$ cat src/rtl/core/lpbg_pkg.sv
// shared types and constants of the progress bar glyph block
// no dependencies
package lpbg_pkg;

	localparam int MAX_CELLS    = 40;
	localparam int CELL_W       = $clog2(MAX_CELLS + 1);
	localparam int PIX_PER_CELL = 5;
	localparam int PROG_W       = 8;
	localparam int CODE_W       = 3;
	localparam int PROD_W       = 16;
	localparam int MUL_STEPS    = PROG_W;
	localparam int DIV_STEPS    = PROD_W;
	localparam int STEP_W       = 4;
	localparam int ADDR_W       = 3;

	localparam logic [CODE_W-1:0] CODE_EMPTY = CODE_W'(0);
	localparam logic [CODE_W-1:0] CODE_FULL  = CODE_W'(PIX_PER_CELL);

	// register index, taken from paddr[2]
	localparam logic REG_MAX_PROGRESS = 1'b0;
	localparam logic REG_BAR_LENGTH   = 1'b1;

	localparam logic [PROG_W-1:0] MAX_PROGRESS_RST = 8'd255;
	localparam logic [5:0]        BAR_LENGTH_RST   = 6'd16;

	typedef enum logic [3:0] {
		ST_IDLE = 4'b0001,
		ST_MUL  = 4'b0010,
		ST_DIV  = 4'b0100,
		ST_EMIT = 4'b1000
	} state_t;

endpackage

$ cat src/rtl/core/lcd_progress_bar_glyphs.sv
// Character LCD progress bar glyph generator: one progress word in, one glyph word per cell out.
// Each accepted word is latched, then goes through a bit-serial multiply
// (progress by bar length times 5, one progress bit per cycle) and a
// restoring divide by max_progress (one quotient bit per cycle), then emits one
// cell per cycle while the output is not stalled, bar_length capped at 40. A bar
// length of 0 gives no output words. Input stall is high from acceptance until
// the last cell has been loaded into the output register, or the divide ends if
// there are no cells. Registers: max_progress at byte 0, bar_length at byte 4.
module lcd_progress_bar_glyphs (
	input  logic                        clk,
	input  logic                        arst_n,
	input  logic                        psel,
	input  logic                        penable,
	input  logic                        pwrite,
	input  logic [lpbg_pkg::ADDR_W-1:0] paddr,
	input  logic [31:0]                 pwdata,
	output logic [31:0]                 prdata,
	output logic                        pready,
	input  logic                        in_valid,
	output logic                        in_stall,
	input  logic [lpbg_pkg::PROG_W-1:0] progress,
	output logic                        out_valid,
	input  logic                        out_stall,
	output logic [lpbg_pkg::CODE_W-1:0] glyph_code,
	output logic                        last_cell
);
	import lpbg_pkg::*;

	logic [PROG_W-1:0] max_progress_q;
	logic [5:0]        bar_length_q;
	state_t            state_q;
	logic [STEP_W-1:0] step_q;
	logic [PROG_W-1:0] prog_q;
	logic [PROG_W-1:0] maxp_q;
	logic [CELL_W-1:0] len_q;
	logic [CELL_W-1:0] cell_q;
	logic [7:0]        start_q;
	logic [PROD_W-1:0] acc_q;
	logic [7:0]        rem_q;
	logic              out_valid_q;
	logic [CODE_W-1:0] glyph_code_q;
	logic              last_cell_q;

	logic              cfg_wr;
	logic              in_take;
	logic              out_take;
	logic              load;
	logic [7:0]        len5;
	logic [8:0]        trial;
	logic              fits;
	logic [8:0]        cell_end;
	logic [7:0]        pixels;
	logic [CODE_W-1:0] code;
	logic              is_last;
	logic [CELL_W-1:0] len_sat;
	logic [PROG_W-1:0] maxp_eff;

	assign pready   = 1'b1;
	assign cfg_wr   = psel && penable && pwrite;
	assign prdata   = (paddr[2] == REG_BAR_LENGTH) ? {26'b0, bar_length_q}
		: {24'b0, max_progress_q};

	assign in_stall = (state_q != ST_IDLE);
	assign in_take  = in_valid && !in_stall;
	assign out_take = out_valid_q && !out_stall;
	assign load     = (state_q == ST_EMIT) && (!out_valid_q || !out_stall);

	assign len_sat  = (bar_length_q > 6'(MAX_CELLS)) ? CELL_W'(MAX_CELLS)
		: CELL_W'(bar_length_q);
	assign len5     = {len_q, 2'b00} + {2'b00, len_q};

	// a zero maximum acts as one
	assign maxp_eff = (max_progress_q == '0) ? PROG_W'(1) : max_progress_q;

	// restoring divide step
	assign trial    = {rem_q, acc_q[PROD_W-1]};
	assign fits     = trial >= {1'b0, maxp_q};

	// cell classification against the filled pixel count
	assign pixels   = acc_q[7:0];
	assign cell_end = {1'b0, start_q} + 9'(PIX_PER_CELL);
	assign is_last  = (cell_q == len_q - CELL_W'(1));

	always_comb begin
		if (cell_end <= {1'b0, pixels}) begin
			code = CODE_FULL;
		end else if (start_q > pixels) begin
			code = CODE_EMPTY;
		end else begin
			code = CODE_W'(pixels - start_q);
		end
	end

	always_ff @(posedge clk or negedge arst_n) begin
		if (!arst_n) begin
			max_progress_q <= MAX_PROGRESS_RST;
			bar_length_q   <= BAR_LENGTH_RST;
		end else if (cfg_wr) begin
			unique case (paddr[2])
				REG_MAX_PROGRESS: max_progress_q <= pwdata[PROG_W-1:0];
				REG_BAR_LENGTH:   bar_length_q   <= pwdata[5:0];
				default: ;
			endcase
		end
	end

	always_ff @(posedge clk or negedge arst_n) begin
		if (!arst_n) begin
			state_q     <= ST_IDLE;
			step_q      <= '0;
			out_valid_q <= 1'b0;
		end else begin
			if (load) begin
				out_valid_q <= 1'b1;
			end else if (out_take) begin
				out_valid_q <= 1'b0;
			end
			unique case (state_q)
				ST_IDLE: begin
					if (in_take) begin
						state_q <= ST_MUL;
						step_q  <= '0;
					end
				end
				ST_MUL: begin
					step_q <= step_q + STEP_W'(1);
					if (step_q == STEP_W'(MUL_STEPS - 1)) begin
						state_q <= ST_DIV;
						step_q  <= '0;
					end
				end
				ST_DIV: begin
					step_q <= step_q + STEP_W'(1);
					if (step_q == STEP_W'(DIV_STEPS - 1)) begin
						state_q <= (len_q == '0) ? ST_IDLE : ST_EMIT;
						step_q  <= '0;
					end
				end
				ST_EMIT: begin
					if (load && is_last) begin
						state_q <= ST_IDLE;
					end
				end
				default: state_q <= ST_IDLE;
			endcase
		end
	end

	always_ff @(posedge clk) begin
		unique case (state_q)
			ST_IDLE: begin
				if (in_take) begin
					maxp_q <= maxp_eff;
					prog_q <= (progress > maxp_eff) ? maxp_eff : progress;
					len_q  <= len_sat;
					acc_q  <= '0;
				end
			end
			ST_MUL: begin
				// msb first shift and add
				acc_q  <= {acc_q[PROD_W-2:0], 1'b0}
					+ (prog_q[PROG_W-1] ? {8'b0, len5} : PROD_W'(0));
				prog_q <= {prog_q[PROG_W-2:0], 1'b0};
				rem_q  <= '0;
			end
			ST_DIV: begin
				// quotient bits shift into the low end of acc
				rem_q <= fits ? 8'(trial - {1'b0, maxp_q}) : trial[7:0];
				acc_q <= {acc_q[PROD_W-2:0], fits};
				if (step_q == STEP_W'(DIV_STEPS - 1)) begin
					cell_q  <= '0;
					start_q <= '0;
				end
			end
			ST_EMIT: begin
				if (load) begin
					cell_q  <= cell_q + CELL_W'(1);
					start_q <= start_q + 8'(PIX_PER_CELL);
				end
			end
			default: ;
		endcase
		if (load) begin
			glyph_code_q <= code;
			last_cell_q  <= is_last;
		end
	end

	assign out_valid  = out_valid_q;
	assign glyph_code = glyph_code_q;
	assign last_cell  = last_cell_q;

endmodule

$ cat config.mk
export PLATFORM = sky130hd
export DESIGN_NAME = lcd_progress_bar_glyphs
export DESIGN_NICKNAME = d
export VERILOG_FILES = /design/src/rtl/core/lpbg_pkg.sv /design/src/rtl/core/lcd_progress_bar_glyphs.sv
export SDC_FILE = /design/constraint.sdc
export NUM_CORES = 1
export LEC_CHECK = 0
export BUFFER_PORTS_ARGS = -buffer_cell sky130_fd_sc_hd__buf_2
export CAP_MARGIN = 20
export CORE_ASPECT_RATIO = 1.2
export CORE_MARGIN = 1
export CORE_UTILIZATION = 44
export DETAILED_ROUTE_END_ITERATION = 10
export PLACE_DENSITY_LB_ADDON = 0.2
export SYNTH_ARGS = -nofsm -noshare
export SYNTH_HDL_FRONTEND = slang
export SYNTH_SLANG_ARGS = --single-unit
$ cat constraint.sdc
create_clock -name clk -period 3.1 [get_ports clk]
set_clock_uncertainty 0.15 [all_clocks]
set_input_delay 0.155 -clock clk [delete_from_list [all_inputs] [get_ports clk]]
set_output_delay 0.155 -clock clk [all_outputs]
set_load 0.02 [all_outputs]
=== Word-level counts from Yosys, hierarchy flattened ===
Cells that the tools add are included.

* Add/subtract/negate cells: 9
* Multiply operators: 0
* Div/mod/pow operators: 0
* Magnitude comparators: 5
* Equality and inequality tests: 13
* Shift operators: 0
* Multiplexer cells: 29
* Bitwise gates (word level): 1
* Reductions and logical operators: 25

{| class="wikitable"
|+ Operators with widths
! cell !! count
|-
| two-way mux 8 bit || 8
|-
| one-hot mux 16 bit (3 select lines) || 1
|-
| one-hot mux 8 bit (2 select lines) || 3
|-
| two-way mux 4 bit || 8
|-
| adder 16 x 8 -> 16 bit || 1
|-
| greater-than comparator 8 bit || 2
|-
| two-way mux 16 bit || 1
|-
| one-hot mux 4 bit (4 select lines) || 1
|-
| two-way mux 6 bit || 2
|-
| one-hot mux 4 bit (3 select lines) || 1
|-
| one-hot mux 6 bit (2 select lines) || 1
|-
| AND reduction 2 bit || 5
|-
| adder 8 x 3 -> 9 bit, second input constant || 1
|-
| >= comparator 9 x 8 -> 1 bit || 1
|-
| <= comparator 9 x 8 -> 1 bit || 1
|-
| adder 8 x 3 -> 8 bit, second input constant || 1
|-
| adder 8 x 6 -> 8 bit || 1
|-
| == test 4 x 3 -> 1 bit, second input constant || 2
|-
| == test 4 bit, second input constant || 2
|-
| zero test 8 bit || 1
|-
| != test 2 bit, second input constant || 4
|-
| nonzero test 2 bit || 4
|-
| subtractor 8 bit || 1
|-
| adder 6 x 1 -> 6 bit, second input constant || 1
|-
| 20 further kinds || 28
|}

* Bits in registers: 87
* Latch bits: 0
* Bits in writable memories: 0
* Bits in read-only memories: 0
* Output and inout bits: 39
* Logic and storage cells: 97
* Memories kept: 0

=== Logic depth before layout (Yosys ltp) ===
Gate-level depths: netlist (run 1).

* Depth in word-level cells: 6
* Depth in mapped cells: 12
* Mapped depth without buffers: 12

=== Least setup slack after synthesis (run 1) ===
OpenSTA, ideal clock, no wires.

* Path type: flip-flop to flip-flop
* Start: register len_q[2]
* End: register acc_q[8] (data pin)
* Library setup time: 256 ps
* Data arrival time: 2757 ps
* Data required time: 2694 ps
* Setup slack: -63 ps
* Stages on the path, launching flop included: 13
* Path through: edfxtp_1 -> ha_1 -> fa_1 -> a21o_1 -> a21oi_1 -> xnor2_1 -> and2_1 -> ha_1 -> nand2_1 -> o21ai_0 -> and2_1 -> o21ai_0 -> a22o_1

* Longest elaborated chain between the ends: 4

{| class="wikitable"
|+ Ends and longest elaborated chain
! item !! line !! text
|-
| start, declared || lcd_progress_bar_glyphs.sv:35 || <nowiki>logic [CELL_W-1:0] len_q;</nowiki>
|-
| start signal, assigned || lcd_progress_bar_glyphs.sv:155 || <nowiki>len_q <= len_sat;</nowiki>
|-
| adder 8 x 6 -> 8 bit || lcd_progress_bar_glyphs.sv:70 || <nowiki>assign len5 = {len_q, 2'b00} + {2'b00, len_q};</nowiki>
|-
| two-way mux 8 bit || lcd_progress_bar_glyphs.sv:162 || <nowiki>+ (prog_q[PROG_W-1] ? {8'b0, len5} : PROD_W'(0));</nowiki>
|-
| adder 16 x 8 -> 16 bit || lcd_progress_bar_glyphs.sv:162 ||
|-
| one-hot mux 16 bit (3 select lines) || lcd_progress_bar_glyphs.sv:150 || <nowiki>unique case (state_q)</nowiki>
|-
| end signal, assigned || lcd_progress_bar_glyphs.sv:161 || <nowiki>acc_q <= {acc_q[PROD_W-2:0], 1'b0}</nowiki>
|-
| end signal, assigned || lcd_progress_bar_glyphs.sv:169 || <nowiki>acc_q <= {acc_q[PROD_W-2:0], fits};</nowiki>
|-
| end, declared || lcd_progress_bar_glyphs.sv:38 || <nowiki>logic [PROD_W-1:0] acc_q;</nowiki>
|}

Every way passes these cells.
A chain may end at the register's enable or synchronous reset.

=== Worst setup path after layout (run 1) ===
* Start: register len_q[3]
* End: register acc_q[12] (data pin)

The elaborated chain is that of the path after synthesis.

==> metrics.txt, run 1 <==
# TYPE chip_impl_metric gauge
chip_impl_info{name="status",value="complete, but fails checks"} 1
chip_impl_info{name="netlist_top_cells_count",value="64 x sky130_fd_sc_hd__edfxtp_1, 49 x sky130_fd_sc_hd__ha_1, 44 x sky130_fd_sc_hd__inv_1"} 1
chip_impl_metric{name="cts_buffer_depth",unit=""} 2
chip_impl_metric{name="leakage",unit="nW"} 2.93
chip_impl_info{name="violations_in_the_final_reports",value="negative setup slack"} 1
chip_impl_metric{name="place.gp.congestion",unit=""} 0.909
chip_impl_metric{name="fillerInstances",unit=""} 1194
chip_impl_metric{name="design.core.area",unit="sq mm"} 0.0132
chip_impl_metric{name="finalSetupViolCount",unit=""} 2
chip_impl_metric{name="grt_antenna_before_repair",unit=""} 0
chip_impl_metric{name="timing.hold.ws",unit="ps"} 83.3
chip_impl_metric{name="grt_max_degree",unit=""} 32
chip_impl_metric{name="hold_violations",unit=""} 0
chip_impl_metric{name="globalRouteTotalUtil",unit=""} 0.193
chip_impl_metric{name="yosys.area.top_type_share",unit=""} 0.322
chip_impl_metric{name="clk_transition_reported_paths",unit="ps"} 60
chip_impl_metric{name="tritoncts_num_sinks",unit=""} 87
chip_impl_info{name="startpoint_of_the_worst_register_to_register_path",value="len_q[3]$_SDFFCE_PN1P_"} 1
chip_impl_metric{name="i_o_pins",unit=""} 89
chip_impl_info{name="end_of_the_worst_hold_path",value="prog_q[2]$_DFFE_PP_"} 1
chip_impl_metric{name="worst_hold_path_cell_count",unit=""} 3
chip_impl_info{name="tritoncts",value="yes"} 1
chip_impl_info{name="synth_area_leader_cell",value="sky130_fd_sc_hd__edfxtp_1"} 1
chip_impl_metric{name="finish.net_count",unit=""} 761
chip_impl_metric{name="clkLatencyLatePin",unit="ps"} 340
chip_impl_metric{name="dpl.hpwl",unit="microns"} 9720
chip_impl_metric{name="route.vias.total",unit=""} 4562
chip_impl_metric{name="synth_async_sr_flop_share",unit=""} 0.264
chip_impl_metric{name="number_of_global_route_vias_before_repair",unit=""} 4469
chip_impl_metric{name="fp.dieArea",unit="sq mm"} 0.0140
chip_impl_metric{name="worst-r2r-cell-count",unit=""} 12
chip_impl_metric{name="power_density",unit="mW/mm^2"} 776
chip_impl_metric{name="initial_core_util",unit=""} 0.451
chip_impl_info{name="cp_cell_sequence",value="ha_1 > a21o_1 > a21oi_2 > nor2b_2 > o21ai_2 > mux2i_2 > ha_4 > a21oi_4 > o211ai_1 > and2_4 > a41oi_2 > a31oi_1"} 1
chip_impl_metric{name="cts.htree.levels",unit=""} 3
chip_impl_metric{name="final.period_utilization",unit=""} 1.00
chip_impl_info{name="hold_class",value="input pin to flop"} 1
chip_impl_metric{name="critPathRequiredTime",unit="ps"} 3030
chip_impl_metric{name="final-max-slew-violation-count",unit=""} 0
chip_impl_info{name="yosys_most_used_dff",value="sky130_fd_sc_hd__edfxtp_1"} 1
chip_impl_metric{name="max-vdd-ir-drop",unit="mV"} 0.375
chip_impl_metric{name="post-route-worst-setup-slack",unit="ps"} -7.74
chip_impl_info{name="crit_path_end_kind",value="flop"} 1
chip_impl_metric{name="worstMarginPinSlew",unit="ps"} 579
chip_impl_metric{name="portBuffers",unit=""} 37
chip_impl_metric{name="yosysSeqAreaShare",unit=""} 0.421
chip_impl_metric{name="synth-edff-count",unit=""} 64
chip_impl_metric{name="drt-total-wl",unit="microns"} 12900
chip_impl_metric{name="drtPass1Iterations",unit=""} 4
chip_impl_info{name="worst_r2r_endpoint",value="acc_q[12]$_DFFE_PP_"} 1
chip_impl_metric{name="cts_buffers",unit=""} 9
chip_impl_metric{name="synth-seq-cells",unit=""} 87
chip_impl_metric{name="die_width",unit="microns"} 108
chip_impl_metric{name="worst-r2r-setup-slack",unit="ps"} -8
chip_impl_info{name="critical_path.slowest_cell",value="sky130_fd_sc_hd__edfxtp_1"} 1
chip_impl_metric{name="antenna_cells_inserted",unit=""} 0
chip_impl_metric{name="grt_pass1_wl",unit="microns"} 20800
chip_impl_metric{name="fmaxAchievable",unit="MHz"} 322
chip_impl_metric{name="multi_input_area",unit="sq mm"} 0.00325
chip_impl_metric{name="detail_route.drc_violations",unit=""} 0
chip_impl_metric{name="cp_data_arrival_time",unit="ps"} 3040
chip_impl_metric{name="ant_nets",unit=""} 0
chip_impl_metric{name="synth_cell_type_count",unit=""} 66
chip_impl_info{name="root_buffer_cell",value="sky130_fd_sc_hd__clkbuf_16"} 1
chip_impl_metric{name="ratio_of_cells_with_drive_above_1_in_the_final_layout",unit=""} 0.228
chip_impl_info{name="path_delay_family",value="compound AO/OA/AOI/OAI gates"} 1
chip_impl_info{name="crit_path_start_kind",value="flop"} 1
chip_impl_info{name="synth.most_common_cell",value="sky130_fd_sc_hd__edfxtp_1"} 1
chip_impl_metric{name="max-cap-violations",unit=""} 0
chip_impl_metric{name="detailedRoute.firstIterationViolations",unit=""} 194
chip_impl_metric{name="ys.warnings.count",unit=""} 0
chip_impl_metric{name="cp_slowest_stage_delay",unit="ps"} 410
chip_impl_info{name="min-delay-start",value="progress[2]"} 1
chip_impl_metric{name="synth_area_per_cell",unit="sq um"} 10.2
chip_impl_metric{name="timing.max_slew.rel_slack",unit=""} 0.614
chip_impl_metric{name="die-height",unit="microns"} 130
chip_impl_metric{name="gate_count_post_synth",unit=""} 587
chip_impl_info{name="grt_setup_unrepaired",value="yes"} 1
chip_impl_metric{name="postLayoutCellArea",unit="sq mm"} 0.00703
chip_impl_metric{name="layout.area.seq",unit="sq mm"} 0.00251
chip_impl_metric{name="placedInstanceArea",unit="sq mm"} 0.00640
chip_impl_info{name="worstSetupPathType",value="flop to flop"} 1
chip_impl_metric{name="path_buf_inv",unit=""} 0
chip_impl_metric{name="grt_remaining_overflow",unit=""} 0
chip_impl_metric{name="fin_crit_period",unit="ps"} 3110
chip_impl_metric{name="summed_instance_area_of_the_synthesized_netlist",unit="sq mm"} 0.00597
chip_impl_metric{name="area_growth",unit="%"} 17.8
chip_impl_info{name="synthTopCellsByArea",value="sky130_fd_sc_hd__edfxtp_1 32%, sky130_fd_sc_hd__ha_1 10%, sky130_fd_sc_hd__dfrtp_1 5.5%"} 1
chip_impl_metric{name="routedWlPerCell",unit="microns"} 15.5
chip_impl_metric{name="routed_via_density",unit=""} 5.49
chip_impl_metric{name="critical_path_peak_fanout",unit=""} 6
chip_impl_metric{name="num_rows",unit=""} 46
## layout make-up
cell class              count  share of cell area
repair buffers             81              0.0801
well taps                 168              0.0299
multi-input cells         435               0.462
inverters                  44              0.0235
clock buffers              10              0.0340
flip-flops and latches     87               0.357
clock inverters             6              0.0132
## how the worst max path moves through the flow
stage | cells after the start | start | end | slack (ps)
floorplan | 12 | len_q[3]$_SDFFCE_PN1P_ | acc_q[12]$_DFFE_PP_ | 20
global placement | 12 | len_q[2]$_SDFFCE_PN0P_ | acc_q[12]$_DFFE_PP_ | -90
detailed placement | 12 | len_q[2]$_SDFFCE_PN0P_ | acc_q[12]$_DFFE_PP_ | -170
CTS | 13 | len_q[3]$_SDFFCE_PN1P_ | acc_q[15]$_DFFE_PP_ | -20
global route | 13 | len_q[3]$_SDFFCE_PN1P_ | acc_q[15]$_DFFE_PP_ | -140
finish | 12 | len_q[3]$_SDFFCE_PN1P_ | acc_q[12]$_DFFE_PP_ | -8
## layer usage
metal | up-vias | wire (microns) | GRT usage
met5 | - | 0 | 0
met1 | 2176 | 5390 | 0.219
met2 | 112 | 6700 | 0.349
li1 | 2239 | - | -
met3 | 35 | 374 | 0.0287
met4 | 0 | 458 | 0.100
## per-stage QoR
stage / total power, mW / worst slack, ps / TNS [ps] / std cells / utilization
final: 5.46 / -7.74 / -9.21 / 831 / 0.531
after global routing: 5.84 / -139 / -585 / 831 / 0.531
after CTS: 5.35 / -21.6 / -50.9 / 829 / 0.523
after detailed placement: 4.05 / -170 / -918 / 801 / 0.484
after global placement: 3.98 / -94.6 / -352 / 801 / 0.484
after floorplan: 3.37 / 16.4 / 0 / 610 / -
## placed cells by master (no fill, tap or decap), types with 12 or more instances in the layout
cell	n
sky130_fd_sc_hd__nand3_1	16
sky130_fd_sc_hd__a21oi_1	18
sky130_fd_sc_hd__inv_1	44
sky130_fd_sc_hd__nor2_1	40
sky130_fd_sc_hd__buf_2	37
sky130_fd_sc_hd__dfrtp_1	13
sky130_fd_sc_hd__o21ai_0	31
sky130_fd_sc_hd__xnor2_1	12
sky130_fd_sc_hd__edfxtp_1	64
sky130_fd_sc_hd__nand2_1	39
sky130_fd_sc_hd__ha_1	44
sky130_fd_sc_hd__mux2_2	17
sky130_fd_sc_hd__conb_1	25
sky130_fd_sc_hd__buf_4	30
## state kept, by name, indices dropped and copies added (netlist names), 4 cells and up
register / count
acc_q: 16
bar_length_q: 6
cell_q: 6
len_q: 6
max_progress_q: 8
maxp_q: 8
prog_q: 8
rem_q: 8
start_q: 8
state_q: 4
step_q: 4
## power by group
group / leakage (nW) / switching, mW / internal (mW)
sequential: 0.887 / 0.234 / 1.65
combinational: 1.88 / 1.31 / 1.08
clock: 0.155 / 0.457 / 0.732
## cell families after synthesis
family | after synthesis | share of synthesized area
AO/OA/AOI/OAI | 145 | 0.164
XOR/XNOR | 22 | 0.0323
adder cells (fa/ha/maj) | 53 | 0.116
buffers and inverters | 88 | 0.0755
flip-flops | 87 | 0.421
multiplexers | 23 | 0.0421
other | 2 | 0.00126
AND/OR/NAND/NOR | 167 | 0.148
## repair_timing
action | in CTS | in global routing
pin swaps | 13 | 19
hold endpoints to repair | 29 | 0
resized for setup | 18 | 20
buffers inserted | 1 | 3
hold buffers | 11 | 0
setup endpoints to repair | 8 | 10
## tightest hold or removal path, cell delays in order
cell and delay, ps:
sky130_fd_sc_hd__buf_2 110, sky130_fd_sc_hd__nand3_1 60, sky130_fd_sc_hd__a31oi_1 70
Note: power is estimated with default switching activity, not from simulation.
==> inputs of run 2 (changes only) <==
CORE_MARGIN = 2   (was 1)
HOLD_SLACK_MARGIN = 0.15   (was not set)
==> run 2 against run 1 <==
Compared with the run above:
- the flow now finishes without violations
- setup slack better by 35 ps
- hold slack gained 95 ps
- largest power group unchanged
- maximum frequency rose by 1.1%
- critical endpoint is now acc_q[15]$_DFFE_PP_
==> metrics.txt, run 2 (synthesized netlist as in run 1, its figures left out) <==
# TYPE chip_impl_metric gauge
chip_impl_info{name="status",value="finished clean"} 1
chip_impl_metric{name="cts.htree.levels",unit=""} 3
chip_impl_info{name="worstSetupPathType",value="flop to flop"} 1
chip_impl_metric{name="worstMarginPinSlew",unit="ps"} 669
chip_impl_metric{name="dpl_cells",unit=""} 801
chip_impl_metric{name="clk_transition_reported_paths",unit="ps"} 70
chip_impl_metric{name="grt_remaining_overflow",unit=""} 0
chip_impl_metric{name="fp.dieArea",unit="sq mm"} 0.0145
chip_impl_metric{name="place.gp.congestion",unit=""} 0.885
chip_impl_metric{name="grt_antenna_before_repair",unit=""} 0
chip_impl_metric{name="routedWlPerCell",unit="microns"} 15.7
chip_impl_metric{name="die-height",unit="microns"} 132
chip_impl_metric{name="power_density",unit="mW/mm^2"} 752
chip_impl_metric{name="number_of_global_route_vias_before_repair",unit=""} 4500
chip_impl_metric{name="antenna_cells_inserted",unit=""} 0
chip_impl_metric{name="i_o_pins",unit=""} 89
chip_impl_metric{name="stdcell_count",unit=""} 839
chip_impl_info{name="path_delay_family",value="compound AO/OA/AOI/OAI gates"} 1
chip_impl_info{name="worst_setup_path_startpoint",value="len_q[3]$_SDFFCE_PN1P_"} 1
chip_impl_metric{name="cp_data_arrival_time",unit="ps"} 3010
chip_impl_metric{name="max-cap-violations",unit=""} 0
chip_impl_metric{name="final-max-slew-violation-count",unit=""} 0
chip_impl_metric{name="dpl.hpwl",unit="microns"} 9710
chip_impl_metric{name="route.vias.total",unit=""} 4577
chip_impl_metric{name="post-route-worst-setup-slack",unit="ps"} 27.1
chip_impl_metric{name="critPathRequiredTime",unit="ps"} 3040
chip_impl_metric{name="num_rows",unit=""} 46
chip_impl_metric{name="clkLatencyLatePin",unit="ps"} 340
chip_impl_metric{name="fmaxAchievable",unit="MHz"} 325
chip_impl_metric{name="leakage",unit="nW"} 2.93
chip_impl_info{name="top_register",value="acc_q"} 1
chip_impl_metric{name="area_growth",unit="%"} 17.7
chip_impl_info{name="hold_class",value="input pin to asynchronous set/reset pin"} 1
chip_impl_metric{name="worst-r2r-setup-slack",unit="ps"} 30
chip_impl_metric{name="grt_max_degree",unit=""} 32
chip_impl_metric{name="finish.net_count",unit=""} 769
chip_impl_info{name="worst_path_most_repeated_cell",value="sky130_fd_sc_hd__buf_4"} 1
chip_impl_metric{name="initial_core_util",unit=""} 0.451
chip_impl_info{name="worst_r2r_endpoint",value="acc_q[15]$_DFFE_PP_"} 1
chip_impl_metric{name="ant_nets",unit=""} 0
chip_impl_metric{name="timing.max_slew.rel_slack",unit=""} 0.554
chip_impl_metric{name="grt_pass1_wl",unit="microns"} 21500
chip_impl_metric{name="tritoncts_num_sinks",unit=""} 87
chip_impl_metric{name="path_buf_inv",unit=""} 3
chip_impl_metric{name="fin_crit_period",unit="ps"} 3070
chip_impl_metric{name="globalRouteTotalUtil",unit=""} 0.188
chip_impl_metric{name="finalSetupViolCount",unit=""} 0
chip_impl_metric{name="totalPowerFinal",unit="mW"} 5.28
chip_impl_metric{name="detail_route.drc_violations",unit=""} 0
chip_impl_info{name="most-common-layout-cells",value="64 x sky130_fd_sc_hd__edfxtp_1, 45 x sky130_fd_sc_hd__ha_1, 44 x sky130_fd_sc_hd__inv_1, 40 x sky130_fd_sc_hd__nor2_1, 39 x sky130_fd_sc_hd__nand2_1"} 1
chip_impl_metric{name="final.period_utilization",unit=""} 0.991
chip_impl_metric{name="cp_slowest_stage_delay",unit="ps"} 390
chip_impl_metric{name="routed_via_density",unit=""} 5.46
chip_impl_metric{name="die_width",unit="microns"} 110
chip_impl_info{name="root_buffer_cell",value="sky130_fd_sc_hd__clkbuf_16"} 1
chip_impl_metric{name="portBuffers",unit=""} 37
chip_impl_info{name="tritoncts",value="yes"} 1
chip_impl_info{name="startpoint_of_the_worst_register_to_register_path",value="len_q[3]$_SDFFCE_PN1P_"} 1
chip_impl_info{name="crit_path_start_kind",value="flop"} 1
chip_impl_metric{name="cts_buffers",unit=""} 9
chip_impl_metric{name="worst-r2r-cell-count",unit=""} 12
chip_impl_metric{name="design.core.area",unit="sq mm"} 0.0132
chip_impl_metric{name="post-place-ws",unit="ps"} -115
chip_impl_metric{name="largest_reg_flops",unit=""} 16
chip_impl_metric{name="drt-total-wl",unit="microns"} 13200
chip_impl_info{name="mostFrequentLayoutCell",value="sky130_fd_sc_hd__edfxtp_1"} 1
chip_impl_metric{name="finalSetupTns",unit="ps"} 0
chip_impl_metric{name="hold_violations",unit=""} 0
chip_impl_metric{name="max-vdd-ir-drop",unit="mV"} 0.421
chip_impl_info{name="cp_cell_sequence",value="buf_4 > fa_2 > buf_4 > xor2_1 > and2_1 > ha_4 > o21a_1 > o31a_1 > buf_6 > o2111ai_2 > a21oi_2 > o22ai_1"} 1
chip_impl_metric{name="detailedRoute.firstIterationViolations",unit=""} 207
chip_impl_metric{name="drtPass1Iterations",unit=""} 4
chip_impl_info{name="grt_setup_unrepaired",value="yes"} 1
chip_impl_info{name="crit_path_end_kind",value="flop"} 1
chip_impl_metric{name="ratio_of_cells_with_drive_above_1_in_the_final_layout",unit=""} 0.218
chip_impl_metric{name="timing.hold.ws",unit="ps"} 178
chip_impl_metric{name="cts_buffer_depth",unit=""} 2
chip_impl_info{name="critical_path.slowest_cell",value="sky130_fd_sc_hd__edfxtp_1"} 1
chip_impl_metric{name="critical_path_peak_fanout",unit=""} 5
## run 2: through the flow
step | area [sq um] | util
floorplan | 6060 | -
global placement | 6390 | 0.483
detailed placement | 6390 | 0.483
CTS | 6890 | 0.521
global route | 7020 | 0.531
finish | 7020 | 0.531
## run 2: how the worst max path moves through the flow
stage                                endpoint  slack (ps)  depth (start not counted)
after global placement    acc_q[13]$_DFFE_PP_         -70                         12
after global routing      acc_q[15]$_DFFE_PP_         -90                         13
after floorplan           acc_q[12]$_DFFE_PP_          20                         12
final                     acc_q[15]$_DFFE_PP_          30                         12
after CTS                 acc_q[15]$_DFFE_PP_         -30                         12
after detailed placement  acc_q[15]$_DFFE_PP_        -120                         12
## run 2: cell type report
type	instances	area (sq um)
multi-input combinational	435	3230
fill	1194	6210
inverter	44	165
clock inverter	6	45.0
sequential	87	2510
timing repair buffer	89	627
tap	168	210
clock buffer	10	239
## run 2: where the power goes
part	switching, mW	internal (mW)
sequential	0.231	1.65
combinational	1.31	1.07
clock	0.459	0.567
## run 2: repair_timing
action                                 CTS  global route
resized for setup                        4            25
cloned                                   0             0
pin swaps                                2            16
setup endpoints to repair                8            10
hold buffers                            19             0
buffers inserted                         1             2
endpoints found under the hold margin   47             0
## run 2: worst reg2reg max path: stages, from the launching register on
cell	delay [ps]
sky130_fd_sc_hd__edfxtp_1	390
sky130_fd_sc_hd__buf_4	180
sky130_fd_sc_hd__fa_2	390
sky130_fd_sc_hd__buf_4	140
sky130_fd_sc_hd__xor2_1	140
sky130_fd_sc_hd__and2_1	200
sky130_fd_sc_hd__ha_4	300
sky130_fd_sc_hd__o21a_1	110
sky130_fd_sc_hd__o31a_1	300
sky130_fd_sc_hd__buf_6	150
sky130_fd_sc_hd__o2111ai_2	150
sky130_fd_sc_hd__a21oi_2	150
sky130_fd_sc_hd__o22ai_1	80
## run 2: per-layer routing
metal	part of all wire	global-route usage	vias to the layer above	wire [microns]
met5	0	0	-	0
met4	0.041	0.0931	0	540
met3	0.031	0.0293	34	411
met2	0.51	0.317	115	6670
met1	0.42	0.229	2170	5540
li1	-	-	2258	-
==> inputs of run 3 (changes only) <==
CORE_ASPECT_RATIO = not set   (was 1.2)
==> run 3 against run 2 <==
Compared with the run above:
- clock power about the same
- via count decreased by 0.52%
- utilization is 0.17 points lower
- non-clock buffer count is 4 lower
- die area about the same
- sequential cell count stayed put
- critical path depth shrank 1
- register-to-register slack improved by 50 ps
- hold slack improved by 18 ps
- setup slack improved by 51 ps
- cell count increased by 0.48%
- largest cell class unchanged
- largest power group unchanged
==> metrics.txt, run 3 (synthesized netlist as in run 1, its figures left out) <==
# TYPE chip_impl_metric gauge
chip_impl_metric{name="power_density",unit="mW/mm^2"} 747
chip_impl_metric{name="place.gp.congestion",unit=""} 0.840
chip_impl_metric{name="ant_nets",unit=""} 0
chip_impl_metric{name="ratio_of_cells_with_drive_above_1_in_the_final_layout",unit=""} 0.219
chip_impl_metric{name="tritoncts_num_sinks",unit=""} 87
chip_impl_metric{name="finalSetupViolCount",unit=""} 0
chip_impl_metric{name="die-height",unit="microns"} 120
chip_impl_metric{name="finish.net_count",unit=""} 765
chip_impl_info{name="root_buffer_cell",value="sky130_fd_sc_hd__clkbuf_16"} 1
chip_impl_metric{name="design.core.area",unit="sq mm"} 0.0132
chip_impl_info{name="crit_path_end_kind",value="flop"} 1
chip_impl_info{name="tritoncts",value="yes"} 1
chip_impl_metric{name="fin_crit_period",unit="ps"} 3020
chip_impl_metric{name="route.vias.total",unit=""} 4553
chip_impl_metric{name="worstMarginPinSlew",unit="ps"} 685
chip_impl_info{name="startpoint_of_the_worst_register_to_register_path",value="len_q[2]$_SDFFCE_PN0P_"} 1
chip_impl_metric{name="detailedRoute.firstIterationViolations",unit=""} 277
chip_impl_info{name="grt_setup_unrepaired",value="yes"} 1
chip_impl_metric{name="final.period_utilization",unit=""} 0.975
chip_impl_metric{name="cts.htree.levels",unit=""} 3
chip_impl_info{name="worstSetupPathType",value="flop to flop"} 1
chip_impl_metric{name="portBuffers",unit=""} 37
chip_impl_metric{name="clk_transition_reported_paths",unit="ps"} 70
chip_impl_info{name="worst_setup_path_startpoint",value="len_q[2]$_SDFFCE_PN0P_"} 1
chip_impl_metric{name="cp_data_arrival_time",unit="ps"} 3070
chip_impl_metric{name="fmaxAchievable",unit="MHz"} 331
chip_impl_metric{name="critPathRequiredTime",unit="ps"} 3150
chip_impl_metric{name="grt_pass1_wl",unit="microns"} 21500
chip_impl_metric{name="grt_remaining_overflow",unit=""} 0
chip_impl_metric{name="routed_via_density",unit=""} 5.40
chip_impl_metric{name="timing.hold.ws",unit="ps"} 196
chip_impl_info{name="crit_path_start_kind",value="flop"} 1
chip_impl_info{name="most-common-layout-cells",value="64 x sky130_fd_sc_hd__edfxtp_1, 44 x sky130_fd_sc_hd__inv_1, 44 x sky130_fd_sc_hd__ha_1, 40 x sky130_fd_sc_hd__nor2_1, 39 x sky130_fd_sc_hd__nand2_1"} 1
chip_impl_metric{name="grt_antenna_before_repair",unit=""} 0
chip_impl_metric{name="area_growth",unit="%"} 17.4
chip_impl_metric{name="max-cap-violations",unit=""} 0
chip_impl_metric{name="globalRouteTotalUtil",unit=""} 0.188
chip_impl_info{name="worst_r2r_endpoint",value="acc_q[9]$_DFFE_PP_"} 1
chip_impl_metric{name="detail_route.drc_violations",unit=""} 0
chip_impl_metric{name="i_o_pins",unit=""} 89
chip_impl_metric{name="hold_violations",unit=""} 0
chip_impl_metric{name="num_rows",unit=""} 42
chip_impl_metric{name="leakage",unit="nW"} 2.90
chip_impl_metric{name="worst-r2r-setup-slack",unit="ps"} 80
chip_impl_info{name="mostFrequentLayoutCell",value="sky130_fd_sc_hd__edfxtp_1"} 1
chip_impl_metric{name="clkLatencyLatePin",unit="ps"} 350
chip_impl_metric{name="critical_path_peak_fanout",unit=""} 4
chip_impl_metric{name="fp.dieArea",unit="sq mm"} 0.0145
chip_impl_metric{name="max-vdd-ir-drop",unit="mV"} 0.357
chip_impl_metric{name="fillerInstances",unit=""} 1181
chip_impl_info{name="top_register",value="acc_q"} 1
chip_impl_metric{name="grt_max_degree",unit=""} 32
chip_impl_metric{name="number_of_global_route_vias_before_repair",unit=""} 4472
chip_impl_metric{name="final-max-slew-violation-count",unit=""} 0
chip_impl_metric{name="cts_buffers",unit=""} 9
chip_impl_metric{name="timing.max_slew.rel_slack",unit=""} 0.543
chip_impl_metric{name="largest_reg_flops",unit=""} 16
chip_impl_metric{name="dpl_cells",unit=""} 805
chip_impl_metric{name="cts_buffer_depth",unit=""} 2
chip_impl_metric{name="dpl.hpwl",unit="microns"} 9580
chip_impl_metric{name="routedWlPerCell",unit="microns"} 15.5
chip_impl_metric{name="drtPass1Iterations",unit=""} 5
chip_impl_metric{name="drt-total-wl",unit="microns"} 13000
chip_impl_metric{name="initial_core_util",unit=""} 0.451
chip_impl_metric{name="antenna_cells_inserted",unit=""} 0
chip_impl_info{name="hold_class",value="input pin to asynchronous set/reset pin"} 1
chip_impl_metric{name="stdcell_count",unit=""} 843
chip_impl_metric{name="worst-r2r-cell-count",unit=""} 11
chip_impl_metric{name="die_width",unit="microns"} 120
chip_impl_info{name="status",value="finished clean"} 1
[run 3: stage by stage]
step	instance area [sq um]	TNS (ps)	setup slack [ps]	utilization	total power, mW
after floorplan	6060	0	16.4	-	3.37
after global placement	6370	-250	-107	0.481	3.93
after detailed placement	6370	-796	-167	0.481	3.99
after CTS	6920	-13.1	-9.13	0.523	5.13
after global routing	7000	-524	-119	0.529	5.62
final	7000	0	77.7	0.529	5.23
[run 3: worst max path at each step]
stage	endpoint	cells past startpoint	slack, ps
2_1_floorplan	acc_q[12]$_DFFE_PP_	12	20
3_3_place_gp	acc_q[15]$_DFFE_PP_	12	-110
3_5_place_dp	acc_q[15]$_DFFE_PP_	12	-170
4_1_cts	acc_q[12]$_DFFE_PP_	12	-9
5_1_grt	acc_q[10]$_DFFE_PP_	13	-120
6_report	acc_q[9]$_DFFE_PP_	11	80
[run 3: layout make-up]
cell class	instances	area (sq um)	area share
Clock buffer	9	225	0.0322
Clock inverter	7	47.5	0.00679
Inverter	44	165	0.0236
Multi-Input combinational cell	435	3240	0.462
Sequential cell	87	2510	0.358
Tap cell	176	220	0.0314
Timing Repair Buffer	85	597	0.0852
[run 3: report_power, final]
part | switching (mW) | internal (mW)
logic | 1.29 | 1.05
registers | 0.240 | 1.65
clock network | 0.466 | 0.541
[run 3: timing repair]
| action | in CTS | in global routing |
|---|---|---|
| hold endpoints to repair | 47 | 0 |
| setup buffers | 2 | 1 |
| hold buffers | 19 | 0 |
| pin swaps | 7 | 10 |
| gates resized for setup | 16 | 17 |
| endpoints found under the setup margin | 8 | 10 |
[run 3: worst max-delay path, stage by stage, from the launching register on]
cell and delay (ps):
sky130_fd_sc_hd__edfxtp_1 410, sky130_fd_sc_hd__ha_2 220, sky130_fd_sc_hd__fa_2 340, sky130_fd_sc_hd__buf_4 140
sky130_fd_sc_hd__xor2_1 140, sky130_fd_sc_hd__and2_1 180, sky130_fd_sc_hd__ha_4 290, sky130_fd_sc_hd__o21a_1 110
sky130_fd_sc_hd__o31a_1 250, sky130_fd_sc_hd__o21bai_2 140, sky130_fd_sc_hd__a2111o_1 440, sky130_fd_sc_hd__o211ai_2 60
[run 3: metal layers]
metal,GRT usage,routed length (microns),part of all wire
met2,0.306,6350,0.49
met1,0.246,5870,0.45
met5,0,0,0
met3,0.0274,444,0.034
met4,0.0938,362,0.028
